[src/sv/vfd_pkg.sv]
// ----------------------------------------------------------------------------
// vfd_pkg
// Shared types and constants of the video frame decoder.
// ----------------------------------------------------------------------------
package vfd_pkg;

   localparam int WP_W = 31;

   typedef struct packed {
      logic [7:0] data_byte;
      logic       last_byte;
   } req_type;

   typedef struct packed {
      logic [18:0] row_address;
      logic [7:0]  pixel_a;
      logic [7:0]  pixel_b;
      logic [7:0]  pixel_c;
      logic [7:0]  pixel_d;
      logic        write_enable;
      logic        bad_frame;
      logic        run_last;
   } rsp_type;

   typedef struct packed {
      logic            bad;
      logic            raw;
      logic [WP_W-1:0] wp;
      logic [1:0]      y_base;
      logic [1:0]      y_last;
      logic [15:0]     pat;
      logic [7:0]      c1;
      logic [7:0]      c2;
      logic [31:0]     pix;
   } job_type;

   localparam logic [3:0] PH_FLAG     = 4'd0;
   localparam logic [3:0] PH_CNT_LO   = 4'd1;
   localparam logic [3:0] PH_CNT_HI   = 4'd2;
   localparam logic [3:0] PH_OFFSET   = 4'd3;
   localparam logic [3:0] PH_BLKCOUNT = 4'd4;
   localparam logic [3:0] PH_SOLID    = 4'd5;
   localparam logic [3:0] PH_PAT_C1   = 4'd6;
   localparam logic [3:0] PH_PAT_C2   = 4'd7;
   localparam logic [3:0] PH_PAT_LO   = 4'd8;
   localparam logic [3:0] PH_PAT_HI   = 4'd9;
   localparam logic [3:0] PH_RAW      = 4'd10;
   localparam logic [3:0] PH_PACK_C   = 4'd11;
   localparam logic [3:0] PH_PACK_LO  = 4'd12;
   localparam logic [3:0] PH_PACK_HI  = 4'd13;
   localparam logic [3:0] PH_ABORTED  = 4'd14;

   localparam logic [19:0] BAND_LINE_CAP = 20'hFFFFC;
   localparam logic [1:0]  REG_FRAME_WIDTH = 2'd0;

endpackage

[src/sv/vfd_front.sv]
// ----------------------------------------------------------------------------
// vfd_front
// Byte parser: tracks bands, passes and runs, issues row jobs.
// ----------------------------------------------------------------------------
module vfd_front #(
   parameter int RUN_COUNT_LIMIT = 160
) (
   input  logic             clock,
   input  logic             reset,
   input  logic             in_valid,
   input  vfd_pkg::req_type in_data,
   input  logic [9:0]       frame_width,
   output logic             job_push,
   output vfd_pkg::job_type job_data
);
   import vfd_pkg::*;

   logic [3:0]      phase_ff, phase_in;
   logic [3:0]      flags_ff, flags_in;
   logic [1:0]      apass_ff, apass_in;
   logic [19:0]     band_ff, band_in;
   logic [WP_W-1:0] wp_ff, wp_in;
   logic [7:0]      runs_ff, runs_in;
   logic [7:0]      blocks_ff, blocks_in;
   logic [7:0]      c1_ff, c1_in, c2_ff, c2_in, held_ff, held_in;
   logic [3:0]      ridx_ff, ridx_in;
   logic [23:0]     rawb_ff, rawb_in;

   logic [29:0]     band_base;
   logic [7:0]      b;
   logic [15:0]     cnt_v, cnt_mag;
   logic [3:0]      sp_flags;
   logic [2:0]      sp_from;
   logic            sp_go, eb_go, er_go;

   assign b = in_data.data_byte;
   assign band_base = band_ff * frame_width;
   assign cnt_v = {b, held_ff};
   assign cnt_mag = cnt_v[15] ? (16'd0 - cnt_v) : cnt_v;

   function automatic logic [3:0] blk_phase(input logic [1:0] p);
      unique case (p)
         2'd0: blk_phase = PH_SOLID;
         2'd1: blk_phase = PH_PAT_C1;
         2'd2: blk_phase = PH_RAW;
         default: blk_phase = PH_PACK_C;
      endcase
   endfunction

   always_comb begin
      logic       found;
      logic [1:0] pidx;
      logic [7:0] bl;
      phase_in = phase_ff; flags_in = flags_ff; apass_in = apass_ff;
      band_in = band_ff; wp_in = wp_ff; runs_in = runs_ff; blocks_in = blocks_ff;
      c1_in = c1_ff; c2_in = c2_ff; held_in = held_ff; ridx_in = ridx_ff;
      rawb_in = rawb_ff;
      sp_go = 1'b0; sp_from = 3'd0; sp_flags = flags_ff;
      eb_go = 1'b0; er_go = 1'b0;
      job_push = 1'b0;
      job_data = '0;
      job_data.wp = wp_ff;
      job_data.y_last = 2'd3;
      found = 1'b0; pidx = 2'd0; bl = blocks_ff;
      if (in_valid) begin
         unique case (phase_ff)
            PH_FLAG: begin
               flags_in = b[3:0];
               sp_flags = b[3:0];
               sp_go = 1'b1;
            end
            PH_CNT_LO: begin
               held_in = b;
               phase_in = PH_CNT_HI;
            end
            PH_CNT_HI: begin
               if (cnt_mag >= 16'(RUN_COUNT_LIMIT)) begin
                  phase_in = PH_ABORTED;
                  job_push = 1'b1;
                  job_data = '0;
                  job_data.bad = 1'b1;
               end else if (cnt_mag == 16'd0) begin
                  sp_go = 1'b1;
                  sp_from = {1'b0, apass_ff} + 3'd1;
               end else begin
                  runs_in = cnt_mag[7:0];
                  phase_in = cnt_v[15] ? PH_OFFSET : PH_BLKCOUNT;
               end
            end
            PH_OFFSET: begin
               wp_in = wp_ff + {{(WP_W-10){1'b0}}, b, 2'b00};
               if (runs_ff != 8'd0) runs_in = runs_ff - 8'd1;
               phase_in = PH_BLKCOUNT;
            end
            PH_BLKCOUNT: begin
               blocks_in = b;
               ridx_in = 4'd0;
               if (b == 8'd0) er_go = 1'b1;
               else phase_in = blk_phase(apass_ff);
            end
            PH_SOLID: begin
               job_push = 1'b1;
               job_data.c1 = b;
               job_data.c2 = b;
               eb_go = 1'b1;
            end
            PH_PAT_C1: begin c1_in = b; phase_in = PH_PAT_C2; end
            PH_PAT_C2: begin c2_in = b; phase_in = PH_PAT_LO; end
            PH_PAT_LO: begin held_in = b; phase_in = PH_PAT_HI; end
            PH_PACK_C: begin
               c1_in = {4'd0, b[3:0]};
               c2_in = {4'd0, b[7:4]};
               phase_in = PH_PACK_LO;
            end
            PH_PACK_LO: begin held_in = b; phase_in = PH_PACK_HI; end
            PH_PAT_HI, PH_PACK_HI: begin
               job_push = 1'b1;
               job_data.pat = cnt_v;
               job_data.c1 = c1_ff;
               job_data.c2 = c2_ff;
               eb_go = 1'b1;
            end
            PH_RAW: begin
               if (ridx_ff[1:0] != 2'd3) begin
                  case (ridx_ff[1:0])
                     2'd0: rawb_in[7:0] = b;
                     2'd1: rawb_in[15:8] = b;
                     default: rawb_in[23:16] = b;
                  endcase
                  ridx_in = ridx_ff + 4'd1;
               end else begin
                  job_push = 1'b1;
                  job_data.raw = 1'b1;
                  job_data.pix = {b, rawb_ff};
                  job_data.y_base = ridx_ff[3:2];
                  job_data.y_last = 2'd0;
                  if (ridx_ff == 4'd15) begin
                     ridx_in = 4'd0;
                     eb_go = 1'b1;
                  end else begin
                     ridx_in = ridx_ff + 4'd1;
                  end
               end
            end
            default: ;
         endcase

         if (eb_go) begin
            wp_in = wp_ff + WP_W'(4);
            if (blocks_ff != 8'd0) bl = blocks_ff - 8'd1;
            blocks_in = bl;
            if (bl == 8'd0) er_go = 1'b1;
            else phase_in = blk_phase(apass_ff);
         end
         if (er_go) begin
            if (runs_ff <= 8'd1) begin
               runs_in = 8'd0;
               sp_go = 1'b1;
               sp_from = {1'b0, apass_ff} + 3'd1;
            end else begin
               runs_in = runs_ff - 8'd1;
               phase_in = PH_OFFSET;
            end
         end
         if (sp_go) begin
            for (int p = 3; p >= 0; p--) begin
               if (sp_flags[p] && 3'(p) >= sp_from) begin
                  found = 1'b1;
                  pidx = 2'(p);
               end
            end
            if (found) begin
               apass_in = pidx;
               wp_in = {1'b0, band_base};
               phase_in = PH_CNT_LO;
            end else begin
               if (band_ff < BAND_LINE_CAP) band_in = band_ff + 20'd4;
               phase_in = PH_FLAG;
            end
         end
      end
   end

   always_ff @(posedge clock) begin
      if (reset || (in_valid && in_data.last_byte)) begin
         phase_ff <= PH_FLAG; flags_ff <= '0; apass_ff <= '0; band_ff <= '0;
         wp_ff <= '0; runs_ff <= '0; blocks_ff <= '0; c1_ff <= '0; c2_ff <= '0;
         held_ff <= '0; ridx_ff <= '0; rawb_ff <= '0;
      end else begin
         phase_ff <= phase_in; flags_ff <= flags_in; apass_ff <= apass_in;
         band_ff <= band_in; wp_ff <= wp_in; runs_ff <= runs_in;
         blocks_ff <= blocks_in; c1_ff <= c1_in; c2_ff <= c2_in;
         held_ff <= held_in; ridx_ff <= ridx_in; rawb_ff <= rawb_in;
      end
   end

endmodule

[src/sv/vfd_queue.sv]
// ----------------------------------------------------------------------------
// vfd_queue
// Two-entry job queue between parser and row writer.
// ----------------------------------------------------------------------------
module vfd_queue (
   input  logic             clock,
   input  logic             reset,
   input  logic             push,
   input  vfd_pkg::job_type push_data,
   input  logic             pop,
   output logic             full,
   output logic             not_empty,
   output vfd_pkg::job_type head
);
   import vfd_pkg::*;

   job_type    mem_ff [2];
   logic       wr_ff, rd_ff;
   logic [1:0] cnt_ff;

   assign full = cnt_ff == 2'd2;
   assign not_empty = cnt_ff != 2'd0;
   assign head = mem_ff[rd_ff];

   always_ff @(posedge clock) begin
      if (push) mem_ff[wr_ff] <= push_data;
   end

   always_ff @(posedge clock) begin
      if (reset) begin
         wr_ff <= 1'b0; rd_ff <= 1'b0; cnt_ff <= 2'd0;
      end else begin
         if (push) wr_ff <= ~wr_ff;
         if (pop) rd_ff <= ~rd_ff;
         cnt_ff <= cnt_ff + 2'(push) - 2'(pop);
      end
   end

   a_cnt_range: assert property (@(posedge clock) disable iff (reset)
      cnt_ff != 2'd3) else $error("queue count out of range");
   a_no_overflow: assert property (@(posedge clock) disable iff (reset)
      full |-> !push) else $error("push into full queue");
   a_no_underflow: assert property (@(posedge clock) disable iff (reset)
      !not_empty |-> !pop) else $error("pop from empty queue");

endmodule

[src/sv/vfd_back.sv]
// ----------------------------------------------------------------------------
// vfd_back
// Row writer: expands one job into row writes, one per cycle unless out_stall holds them.
// ----------------------------------------------------------------------------
module vfd_back #(
   parameter int FRAME_PIXELS_MAX = 524288
) (
   input  logic             clock,
   input  logic             reset,
   input  logic             job_valid,
   input  vfd_pkg::job_type job,
   input  logic [9:0]       frame_width,
   output logic             job_pop,
   output logic             out_valid,
   output vfd_pkg::rsp_type out_data,
   input  logic             out_stall
);
   import vfd_pkg::*;

   logic [1:0]      row_ff;
   logic            vld_ff;
   rsp_type         data_ff, data_in;
   logic            adv, done;
   logic [1:0]      y;
   logic [3:0]      nib;
   logic [WP_W:0]   addr;

   assign adv = job_valid && (!vld_ff || !out_stall);
   assign done = job.bad || row_ff == job.y_last;
   assign job_pop = adv && done;
   assign y = job.y_base + row_ff;
   assign nib = job.pat[4*y +: 4];
   assign addr = {1'b0, job.wp} +
                 ({{(WP_W-1){1'b0}}, y} * {{(WP_W-9){1'b0}}, frame_width});

   always_comb begin
      data_in = '0;
      data_in.run_last = done;
      if (job.bad) begin
         data_in.bad_frame = 1'b1;
      end else begin
         data_in.row_address = addr[18:0];
         data_in.write_enable = addr <= (WP_W+1)'(FRAME_PIXELS_MAX - 4);
         if (job.raw) begin
            {data_in.pixel_d, data_in.pixel_c, data_in.pixel_b, data_in.pixel_a} = job.pix;
         end else begin
            data_in.pixel_a = nib[0] ? job.c2 : job.c1;
            data_in.pixel_b = nib[1] ? job.c2 : job.c1;
            data_in.pixel_c = nib[2] ? job.c2 : job.c1;
            data_in.pixel_d = nib[3] ? job.c2 : job.c1;
         end
      end
   end

   always_ff @(posedge clock) begin
      if (reset) begin
         vld_ff <= 1'b0; row_ff <= 2'd0;
      end else begin
         if (adv) begin
            vld_ff <= 1'b1;
            row_ff <= done ? 2'd0 : row_ff + 2'd1;
         end else if (!out_stall) begin
            vld_ff <= 1'b0;
         end
      end
   end

   always_ff @(posedge clock) begin
      if (adv) data_ff <= data_in;
   end

   assign out_valid = vld_ff;
   assign out_data = data_ff;

   a_bad_single: assert property (@(posedge clock) disable iff (reset)
      (vld_ff && data_ff.bad_frame) |-> (data_ff.run_last && !data_ff.write_enable))
      else $error("abort status not single");
   a_row_idle: assert property (@(posedge clock) disable iff (reset)
      !job_valid |-> row_ff == 2'd0) else $error("row count without job");
   a_raw_one_row: assert property (@(posedge clock) disable iff (reset)
      (job_valid && job.raw) |-> row_ff == 2'd0) else $error("raw job overran");

endmodule

[src/sv/block_video_frame_decoder.sv]
// ----------------------------------------------------------------------------
// block_video_frame_decoder
// Paletted 4x4 block frame decoder: bytes in, 4-pixel row writes out.
// A byte's first row is registered in the job queue, then in the row writer's output.
// Throughput: one byte per cycle while rows flow; rows leave one per cycle
// unless rsp_stall holds them, and a solid or pattern byte makes four row writes.
// A two-entry job queue decouples the parser from the row writer.
// Reset: synchronous; frame_width returns to 432, parse state to band start.
// ----------------------------------------------------------------------------
module block_video_frame_decoder #(
   parameter int FRAME_PIXELS_MAX = 524288,
   parameter int RUN_COUNT_LIMIT  = 160
) (
   input  logic             clock,
   input  logic             reset,
   input  logic             req_valid,
   output logic             req_stall,
   input  vfd_pkg::req_type req_data,
   output logic             rsp_valid,
   input  logic             rsp_stall,
   output vfd_pkg::rsp_type rsp_data,
   input  logic             csr_psel,
   input  logic             csr_penable,
   input  logic             csr_pwrite,
   input  logic [2:0]       csr_paddr,
   input  logic [31:0]      csr_pwdata,
   output logic [31:0]      csr_prdata,
   output logic             csr_pready
);
   import vfd_pkg::*;

   logic [9:0] width_ff;
   logic       push, pop, full, nempty;
   job_type    push_job, head;

   assign csr_pready = 1'b1;
   assign csr_prdata = (csr_paddr[2:1] == REG_FRAME_WIDTH) ? {22'd0, width_ff} : 32'd0;

   always_ff @(posedge clock) begin
      if (reset) begin
         width_ff <= 10'd432;
      end else if (csr_psel && csr_penable && csr_pwrite &&
                   csr_paddr[2:1] == REG_FRAME_WIDTH && csr_paddr[0] == 1'b0) begin
         width_ff <= csr_pwdata[9:0];
      end
   end

   assign req_stall = full;

   vfd_front #(.RUN_COUNT_LIMIT(RUN_COUNT_LIMIT)) u_front (
      .clock(clock), .reset(reset), .in_valid(req_valid && !full),
      .in_data(req_data), .frame_width(width_ff),
      .job_push(push), .job_data(push_job)
   );

   vfd_queue u_queue (
      .clock(clock), .reset(reset), .push(push), .push_data(push_job),
      .pop(pop), .full(full), .not_empty(nempty), .head(head)
   );

   vfd_back #(.FRAME_PIXELS_MAX(FRAME_PIXELS_MAX)) u_back (
      .clock(clock), .reset(reset), .job_valid(nempty), .job(head),
      .frame_width(width_ff), .job_pop(pop),
      .out_valid(rsp_valid), .out_data(rsp_data), .out_stall(rsp_stall)
   );

endmodule

[config.mk]
export PLATFORM = sky130hd
export DESIGN_NAME = block_video_frame_decoder
export DESIGN_NICKNAME = d
export VERILOG_FILES = /design/src/sv/vfd_pkg.sv /design/src/sv/vfd_front.sv /design/src/sv/vfd_queue.sv /design/src/sv/vfd_back.sv /design/src/sv/block_video_frame_decoder.sv
export SDC_FILE = /design/constraint.sdc
export NUM_CORES = 1
export LEC_CHECK = 0
export BUFFER_PORTS_ARGS = -buffer_cell sky130_fd_sc_hd__buf_4
export CAP_MARGIN = 20
export CORE_MARGIN = 1
export CORE_UTILIZATION = 50
export DETAILED_ROUTE_END_ITERATION = 12
export GPL_TIMING_DRIVEN = 0
export HOLD_SLACK_MARGIN = 0.12
export PLACE_DENSITY = 0.69
export SYNTH_ARGS = -nofsm -noshare
export SYNTH_HDL_FRONTEND = slang
export SYNTH_SLANG_ARGS = --single-unit
[constraint.sdc]
create_clock -name clock -period 10.73 [get_ports clock]
set_clock_uncertainty 0.15 [all_clocks]
set_input_delay 1.073 -clock clock [delete_from_list [all_inputs] [get_ports clock]]
set_output_delay 1.073 -clock clock [all_outputs]
set_load 0.1 [all_outputs]
==> reports/qor.txt <==
==================================================================================
Kind of launch point of the worst setup path                              register
Synthesized flop and latch total                                               395
Seq. cell area                                                         0.0104 mm^2
Highest Clock Rate                                                       0.105 GHz
Number of global-route vias before repair                                    20000
Cts bufs inserted                                                               44
Launch point of the worst hold path                                   u_front.rawb_ff[13]
Final std cell area, no fill                                           0.0295 mm^2
Fraction of synthesized cell area in xor and xnor cells                      2.74%
Final Cycle Share                                                            89.0%
CP max stage delay                                                          720 ps
Dominant combinational cell family by area after synthesis            simple AND/OR/NAND/NOR gates
Cell count of the worst reg-to-reg path                                         27
Pre-Repair DR Iteration Count                                                    6
Post-Synth Adder-Cell Area                                                   15.3%
Floorplan row count                                                             83
Unrepaired setup endpoints after global routing                                 no
Tmin final                                                                 9540 ps
Detailed placement HPWL                                                    55.2 mm
Share of synthesized registers carrying an async set or reset                   0%
Gr usage total                                                               27.2%
Area fraction in compound gates after synthesis                              11.2%
# port buffers                                                                  94
Biggest area contributors in the synthesized netlist                  edfxtp_1 29%, dfxtp_1 11%, fa_1 10%
Width of the die                                                            231 um
Critical Path Most Common Cell                                            clkbuf_1
Critical path depth in cells                                                    27
Remaining Overflow, GRT                                                          0
Total wire length after detailed routing                                   72.9 mm
Mapped Avg Cell Area                                                     10.1 um^2
Slew @ Worst Pin                                                           1150 ps
Post-synthesis to final-layout area growth                                   12.4%
Average wire length per cell after detail routing                          20.9 um
Post-layout nets                                                              3062
# Max-Cap Violations                                                             0
Slew margin rel.                                                             22.8%
Latest clock arrival within the worst-skew pair                             590 ps
Arrival time at the worst endpoint                                         9790 ps
Worst path top cell family by delay                                   buffers and inverters
Most used standard cell by instance count after synthesis                 edfxtp_1
Critical path buffer and inverter count                                          9
Placer's final routability congestion estimate                               0.921
Critical Path End                                                     u_back.out_data[2]
Count of inserted antenna diode cells                                            0
Via count                                                                    20300
Number of enable-type register cells in the synthesized netlist                252
Filler Cell Count                                                             4413
Hold bufs inserted after CTS                                                     0
Instance area at placement                                             0.0280 mm^2
Worst-case vdd ir drop                                                      108 uV
Clk pin slew, worst setup/hold paths                                         60 ps
Final Slew Violations                                                            0
Worst hold path type                                                  register to register
Clk sink count                                                                 395
Dominant synthesized flop cell                                            edfxtp_1
Antenna violations before repair                                                 0
Violation count after the first detailed-routing iteration                    1869
CP max-delay cell                                                          xnor2_2
Sequential area share after synthesis                                        39.8%
List of most frequent post-synthesis cells                            252 x edfxtp_1, 247 x nand2_1, 214 x nor2_1, 185 x inv_1, 172 x and2_1
Largest net degree at the start of global routing                               35
Worst reg2reg setup slack                                                  1190 ps
Number of buffers inserted by post-CTS setup repair                              0
Mean number of vias per cell                                                  5.81
Share of synthesized area spent on multiplexers                              8.08%
Area of the multi-input gates                                          0.0144 mm^2
Total power divided by cell area                                       155 mW/mm^2
Reg-to-reg endpoint                                                   u_back.out_data[2]
Number of nets with antenna violations after detailed routing                    0
Count of synthesis-stage warnings from yosys                                     0
Die outline area                                                       0.0534 mm^2
Share of final-layout standard cells stronger than drive strength 1          10.6%
Run status                                                            complete, no violations
Quantity of gates resized following cts                                          0
Die H                                                                       231 um
Cell type with the largest total area after synthesis                     edfxtp_1
Core outline area                                                      0.0516 mm^2
Residual DRC count                                                               0
Static Leak                                                                11.8 nW
Syn Std Cell Area                                                      0.0262 mm^2
Ports placed on the boundary                                                   140
Initial core utilization                                                     50.8%
Worst Path Class, Setup                                               register to register
Synth Area in Simple Gates                                                   17.0%
CTS tree                                                                       yes
Count of mapped cells out of synthesis                                        2600
CTS root buffer                                                          clkbuf_16
Largest driver fanout on the critical path                                      10
Netlist cell types                                                              95
Endpoints failing hold                                                           0
Required time worst endpoint                                              10980 ps
Yosys top cell area share                                                    28.8%
CTS Buffer Depth                                                                 3
Depth of the CTS H-tree                                                          2
Global-route wire length before repair                                      112 mm
Overall power after layout                                                 4.57 mW
Total setup violations reported at the end of the flow                           0
CP Capture Type                                                           register
==================================================================================
## state kept, by name (all words and copies together), names as in the netlist, 8 cells and up, named ones only
name and count:
u_front.band_ff 18, u_front.wp_ff 29, u_front.held_ff 8, u_front.c1_ff 8
u_front.c2_ff 8, u_back.out_data 54, u_front.runs_ff 8, width_ff 10
u_front.blocks_ff 8, u_front.rawb_ff 24, u_queue.mem_ff 198
## placed cells by master, fill, tap and decap left out, types with 45 or more instances in the layout
master	instances
mux2i_1	106
nand3_1	73
nor3_1	45
a21oi_1	154
o21ai_0	65
nand2_1	247
edfxtp_1	252
fa_1	137
clkbuf_16	47
inv_1	184
ha_1	102
and2_1	172
a211oi_1	50
nor2_1	213
clkbuf_1	134
dfxtp_1	143
xnor2_1	48
buf_4	121
## worst register-to-register path, cell delays in order (launching register included)
cell and delay, ps:
dfxtp_1 310, clkbuf_1 340, clkbuf_1 590, clkbuf_1 560, buf_2 400, buf_2 460
buf_1 640, mux2_2 410, ha_1 180, xor2_1 170, xnor2_2 730, clkbuf_1 420
nand2_1 180, fa_1 510, inv_1 70, ha_1 160, inv_1 50, fa_1 400
nor2b_1 120, o21ai_0 110, a21oi_1 280, o21ai_0 220, a21boi_1 340, nand3_1 230
or4b_1 550, a211oi_1 300, o311ai_0 230, a211oi_1 260
## metrics by stage
step / instances / util (%) / TNS (ps) / hold WS, ps / setup slack [ps]
finish: 3488 / 57.1 / 0 / 301 / 1190
global route: 3488 / 57.1 / 0 / 317 / 557
CTS: 3486 / 57.1 / 0 / 301 / 1180
detailed placement: 3404 / 54.3 / 0 / 292 / 1210
global placement: 3397 / 54.0 / -13820 / 290 / -150
floorplan: 2623 / - / 0 / 282 / 2960
## kinds of logic (layout without fill, tap and decap cells)
family,after synthesis,in the layout
flip-flops,395,395
other,2,25
buffers and inverters,373,558
multiplexers,160,160
AO/OA/AOI/OAI,445,445
XOR/XNOR,82,82
adder cells (fa/ha/maj),239,239
AND/OR/NAND/NOR,904,904
## area by class of cell
type	count	area share [%]
Timing Repair Buffer	103	2.92
Clock inverter	21	0.577
Tap cell	680	2.89
Clock buffer	61	4.27
Sequential cell	395	35.4
Multi-Input combinational cell	1855	48.8
Buffer	186	2.81
Inverter	187	2.38
## how the worst min path moves through the flow
stage | to | slack (ps) | depth (start not counted)
floorplan | u_front.rawb_ff[0] | 280 | 2
global placement | u_front.rawb_ff[7] | 290 | 2
detailed placement | u_front.rawb_ff[5] | 290 | 2
CTS | u_front.rawb_ff[5] | 300 | 2
global route | u_front.rawb_ff[5] | 320 | 2
finish | u_front.rawb_ff[13] | 300 | 2
## metal layers
metal / part of all wire, % / global-route usage, %
met1: 43 / 37.2
met2: 45 / 42.6
met3: 7.9 / 5.13
met4: 4.0 / 11.3
met5: 0 / 0
## power breakdown
part | switching (mW) | leakage, nW | internal, mW
registers | 0.0417 | 3.45 | 1.71
clock network | 0.641 | 0.699 | 0.853
logic | 0.930 | 7.66 | 0.392
total | 1.61 | 11.8 | 2.95
Note: power is estimated with default switching activity, not from simulation.
